[src/aesdec_ram.sv]
// Generic single-write, single-read RAM with registered read data.
// No dependencies.
`timescale 1ns / 1ps

module aesdec_ram #(
  parameter int WIDTH = 128,
  parameter int DEPTH = 15
) (
  input  logic                     clk,
  input  logic                     we,
  input  logic [$clog2(DEPTH)-1:0] waddr,
  input  logic [WIDTH-1:0]         wdata,
  input  logic [$clog2(DEPTH)-1:0] raddr,
  output logic [WIDTH-1:0]         rdata
);

  logic [WIDTH-1:0] mem [DEPTH];

  // write port and registered read port
  always_ff @(posedge clk) begin
    if (we) begin
      mem[waddr] <= wdata;
    end
    rdata <= mem[raddr];
  end

endmodule

[config.mk]
export PLATFORM = sky130hd
export DESIGN_NAME = aesdec_ram
export DESIGN_NICKNAME = d
export VERILOG_FILES = /design/src/aesdec_ram.sv
export SDC_FILE = /design/constraint.sdc
export NUM_CORES = 2
export LEC_CHECK = 0
export BUFFER_PORTS_ARGS = -buffer_cell sky130_fd_sc_hd__buf_2
export CAP_MARGIN = 15
export CORE_MARGIN = 4
export CORE_UTILIZATION = 43
export CTS_CLUSTER_SIZE = 12
export DETAILED_ROUTE_END_ITERATION = 10
export PLACE_DENSITY = 0.56
export SYNTH_ARGS = -nofsm -noshare
export SYNTH_HDL_FRONTEND = slang
export SYNTH_SLANG_ARGS = --single-unit
[constraint.sdc]
create_clock -name clk -period 13.2 [get_ports clk]
set_clock_uncertainty 0.05 [all_clocks]
set_input_delay 1.32 -clock clk [delete_from_list [all_inputs] [get_ports clk]]
set_output_delay 1.32 -clock clk [all_outputs]
set_load 0.02 [all_outputs]
==> metrics.md <==
| Metric | Value |
|---|---|
| Clk buf depth | 3 |
| Setup CP Type | input port to flip-flop |
| ANT nets after route | 0 |
| CORE AREA | 174400 um^2 |
| Detailed Route Iter0 Violations | 2892 |
| Post_cts resized | 0 |
| RSZ-0062 raised after global routing | false |
| Nets | 4164 |
| # rows | 153 |
| Layout fillers | 14180 |
| WP data arrival | 5.20 ns |
| Post-synthesis cell area | 75660 um^2 |
| Final period util | 34.69% |
| Power Density | 158.8 nW/um^2 |
| Clk sinks | 2048 |
| Grt ovf | 0 |
| Drt pass-1 iters | 5 |
| Vias in the first global route | 37790 |
| Via count | 36540 |
| DR vias/cell | 5.577 |
| Post-CTS Setup Inserts | 0 |
| Setup tns final | 0 ns |
| Final wirelength | 185900 um |
| P_sw | 2.942 mW |
| CTS H-tree lvls | 4 |
| Drc violations | 0 |
| Max-cap viol count | 0 |
| Critical path startpoint category | input port |
| VDD IR-drop max | 0.1326 mV |
| Port Buffers | 265 |
| Mean Syn Cell Area | 20.55 um^2 |
| Hold WC Path Type | flip-flop to flip-flop |
| Initial antenna violation count | 55 |
| Worst-Margin Slew | 1.229 ns |
| Max Clock Freq | 218.4 MHz |
| Power, Total | 13.70 mW |
| Outcome | completed |
| Internal | 10.75 mW |
| CP Capture Type | flip-flop |
| Die height | 427.5 um |
| Sequential fraction of the synthesis area | 79.59% |
| Critical Path RT | 13.82 ns |
| Clock Tree Root | clkbuf_16 |
| Starting Density | 43.38% |
| Finish-stage setup viols | 0 |
| Final hold violations | 0 |
| I/O pin cnt | 266 |
| Synth unique cells | 31 |
| Global-route wire length before repair | 268300 um |
| CTS tree | built |
| Syn. warnings | 0 |
| Synthesized netlist net count | 3820 |
| WL/cell | 28.38 um |
| Share of cells above drive strength 1 | 21.64% |
| Sequential share of power | 53.5% |
| Gpl congestion | 0.7109 |
| Cells after Synth | 3682 |
| Final slew viol count | 0 |
| Seq cells post-synth | 2048 |
| Chip width | 427.5 um |
| Critical path peak fanout | 73 |
| Skew-Pair Late Insertion Delay | 0.83 ns |
| Worst-path clk slew | 0.06 ns |
| Largest net degree at the start of global routing | 108 |
| Layout area overhead | 14.00% |
| Leakage | 28.34 nW |
| Overall routing resource usage | 20.32% |
| Hold Buf Count CTS | 0 |
| Switch share | 21.48% |
| Num CTS Buffers | 208 |
| Clock power frac | 41.3% |
| Dpl hpwl | 93430 um |
| Final min period | 4.579 ns |
| Rel. slew slack | 17.89% |
| R2r setup slk | 11.67 ns |
| Proportion of power drawn by combinational gates | 5.2% |
| Die area | 182700 um^2 |
==> cell usage after synthesis (all sizes together) <==
cell type | number | area [um^2]
a21oi | 12 | 60.06
a22oi | 128 | 960.9
a31oi | 116 | 725.7
and2b | 1 | 7.510
buf | 138 | 939.7
clkbuf | 69 | 259.0
clkinv | 1 | 3.750
dfxtp | 128 | 2562
edfxtp | 1920 | 57660
inv | 2 | 7.500
mux2i | 360 | 3603
mux4 | 268 | 6036
nand2 | 130 | 488.0
nand2b | 122 | 763.2
nand3 | 1 | 5.000
nand3b | 2 | 15.01
nor2 | 32 | 122.6
nor2b | 1 | 6.260
nor3 | 4 | 20.02
o211ai | 12 | 90.09
o21ai | 116 | 580.6
o22ai | 116 | 725.7
or2 | 2 | 12.52
or3b | 1 | 8.760
==> layout by cell type (no fill, tap or decap), types with 4 or more instances in the layout <==
cell / synthesis / layout
a21oi_1: 12 / 12
a22oi_1: 128 / 128
a31oi_1: 116 / 116
buf_12: 0 / 12
buf_2: 55 / 262
buf_4: 50 / 64
bufinv_16: 0 / 6
clkbuf_1: 69 / 101
clkbuf_16: 0 / 210
clkbuf_8: 0 / 29
clkinv_1: 1 / 14
clkinv_2: 0 / 14
clkinv_8: 0 / 6
dfxtp_1: 128 / 128
diode_2: 0 / 21
edfxtp_1: 1920 / 1920
mux2i_1: 360 / 360
mux4_2: 268 / 268
nand2_1: 130 / 130
nand2b_1: 122 / 120
nor2_1: 31 / 18
nor2_4: 0 / 13
nor3_2: 0 / 4
o211ai_1: 12 / 12
o21ai_0: 13 / 13
o21ai_1: 103 / 103
o22ai_1: 116 / 116
==> stage by stage <==
stage / std cells / hold slack, ns / utilization, % / area [um^2] / setup WS (ns)
floorplan: 3682 / 0.4700 / - / 75660 / 1.903
global placement: 6140 / 0.4980 / 45.62 / 79560 / 7.732
detailed placement: 6141 / 0.5004 / 45.63 / 79580 / 7.751
CTS: 6531 / 0.5128 / 49.43 / 86200 / 8.624
global route: 6542 / 0.5493 / 49.44 / 86230 / 8.384
finish: 6552 / 0.5061 / 49.46 / 86250 / 8.621
==> kinds of logic (layout without fill, tap and decap cells) <==
| family | after synthesis | after routing | synth area share [%] |
|---|---|---|---|
| other cells | 0 | 21 | 0 |
| compound gates | 500 | 500 | 4.154 |
| flops | 2048 | 2048 | 79.59 |
| simple gates | 296 | 296 | 1.915 |
| buf+inv | 210 | 734 | 1.599 |
| mux | 628 | 628 | 12.74 |
==> cell type report <==
| cell class | count | area (um^2) | share of cell area (%) |
|---|---|---|---|
| multi-input combinational | 1424 | 14360 | 16.65 |
| sequential | 2048 | 60220 | 69.82 |
| inverter | 3 | 18.77 | 0.02176 |
| timing repair buffer | 341 | 2077 | 2.408 |
| clock buffer | 340 | 6033 | 6.995 |
| tap | 2325 | 2909 | 3.373 |
| clock inverter | 50 | 581.8 | 0.6745 |
| antenna | 21 | 52.55 | 0.06093 |
==> registers in the layout (all words and copies together) (netlist names) <==
signal / count
mem: 1920
rdata: 128
==> path summary, 6_finish.rpt <==
check | to | depth (start not counted) | from
worst max-delay path | rdata[71]$_DFF_P_ | 7 | raddr[0]
worst min-delay path | rdata[87]$_DFF_P_ | 2 | mem[14][87]$_DFFE_PP_
worst max register to register | rdata[38]$_DFF_P_ | 3 | mem[5][38]$_DFFE_PP_
worst min register to register | rdata[87]$_DFF_P_ | 2 | mem[14][87]$_DFFE_PP_
==> routing by layer <==
metal  global-route usage (%)  vias to the layer above  share of wire, %
met3                    3.584                      306               5.1
met2                    34.78                      936                51
li1                         -                    15830                 -
met1                    26.79                    19450                41
met4                    5.763                       22               2.3
met5                        0                        -             0.075
==> worst max-delay path, cell delays in order <==
cell     delay (ns)
buf_8          0.57
buf_4          0.74
buf_4          0.63
buf_4          0.80
mux4_2         0.60
a22oi_1        0.20
o21ai_1        0.09
==> power groups by stage <==
stage | Combinational [mW] | Sequential (mW) | Clock, mW
final | 0.711 | 7.33 | 5.65
after global routing | 0.770 | 7.34 | 6.08
after CTS | 0.726 | 7.34 | 5.79
after detailed placement | 0.725 | 7.47 | 0
after global placement | 0.719 | 7.47 | 0
after floorplan | 0.371 | 7.51 | 0
(Power assumes the default switching activity.)
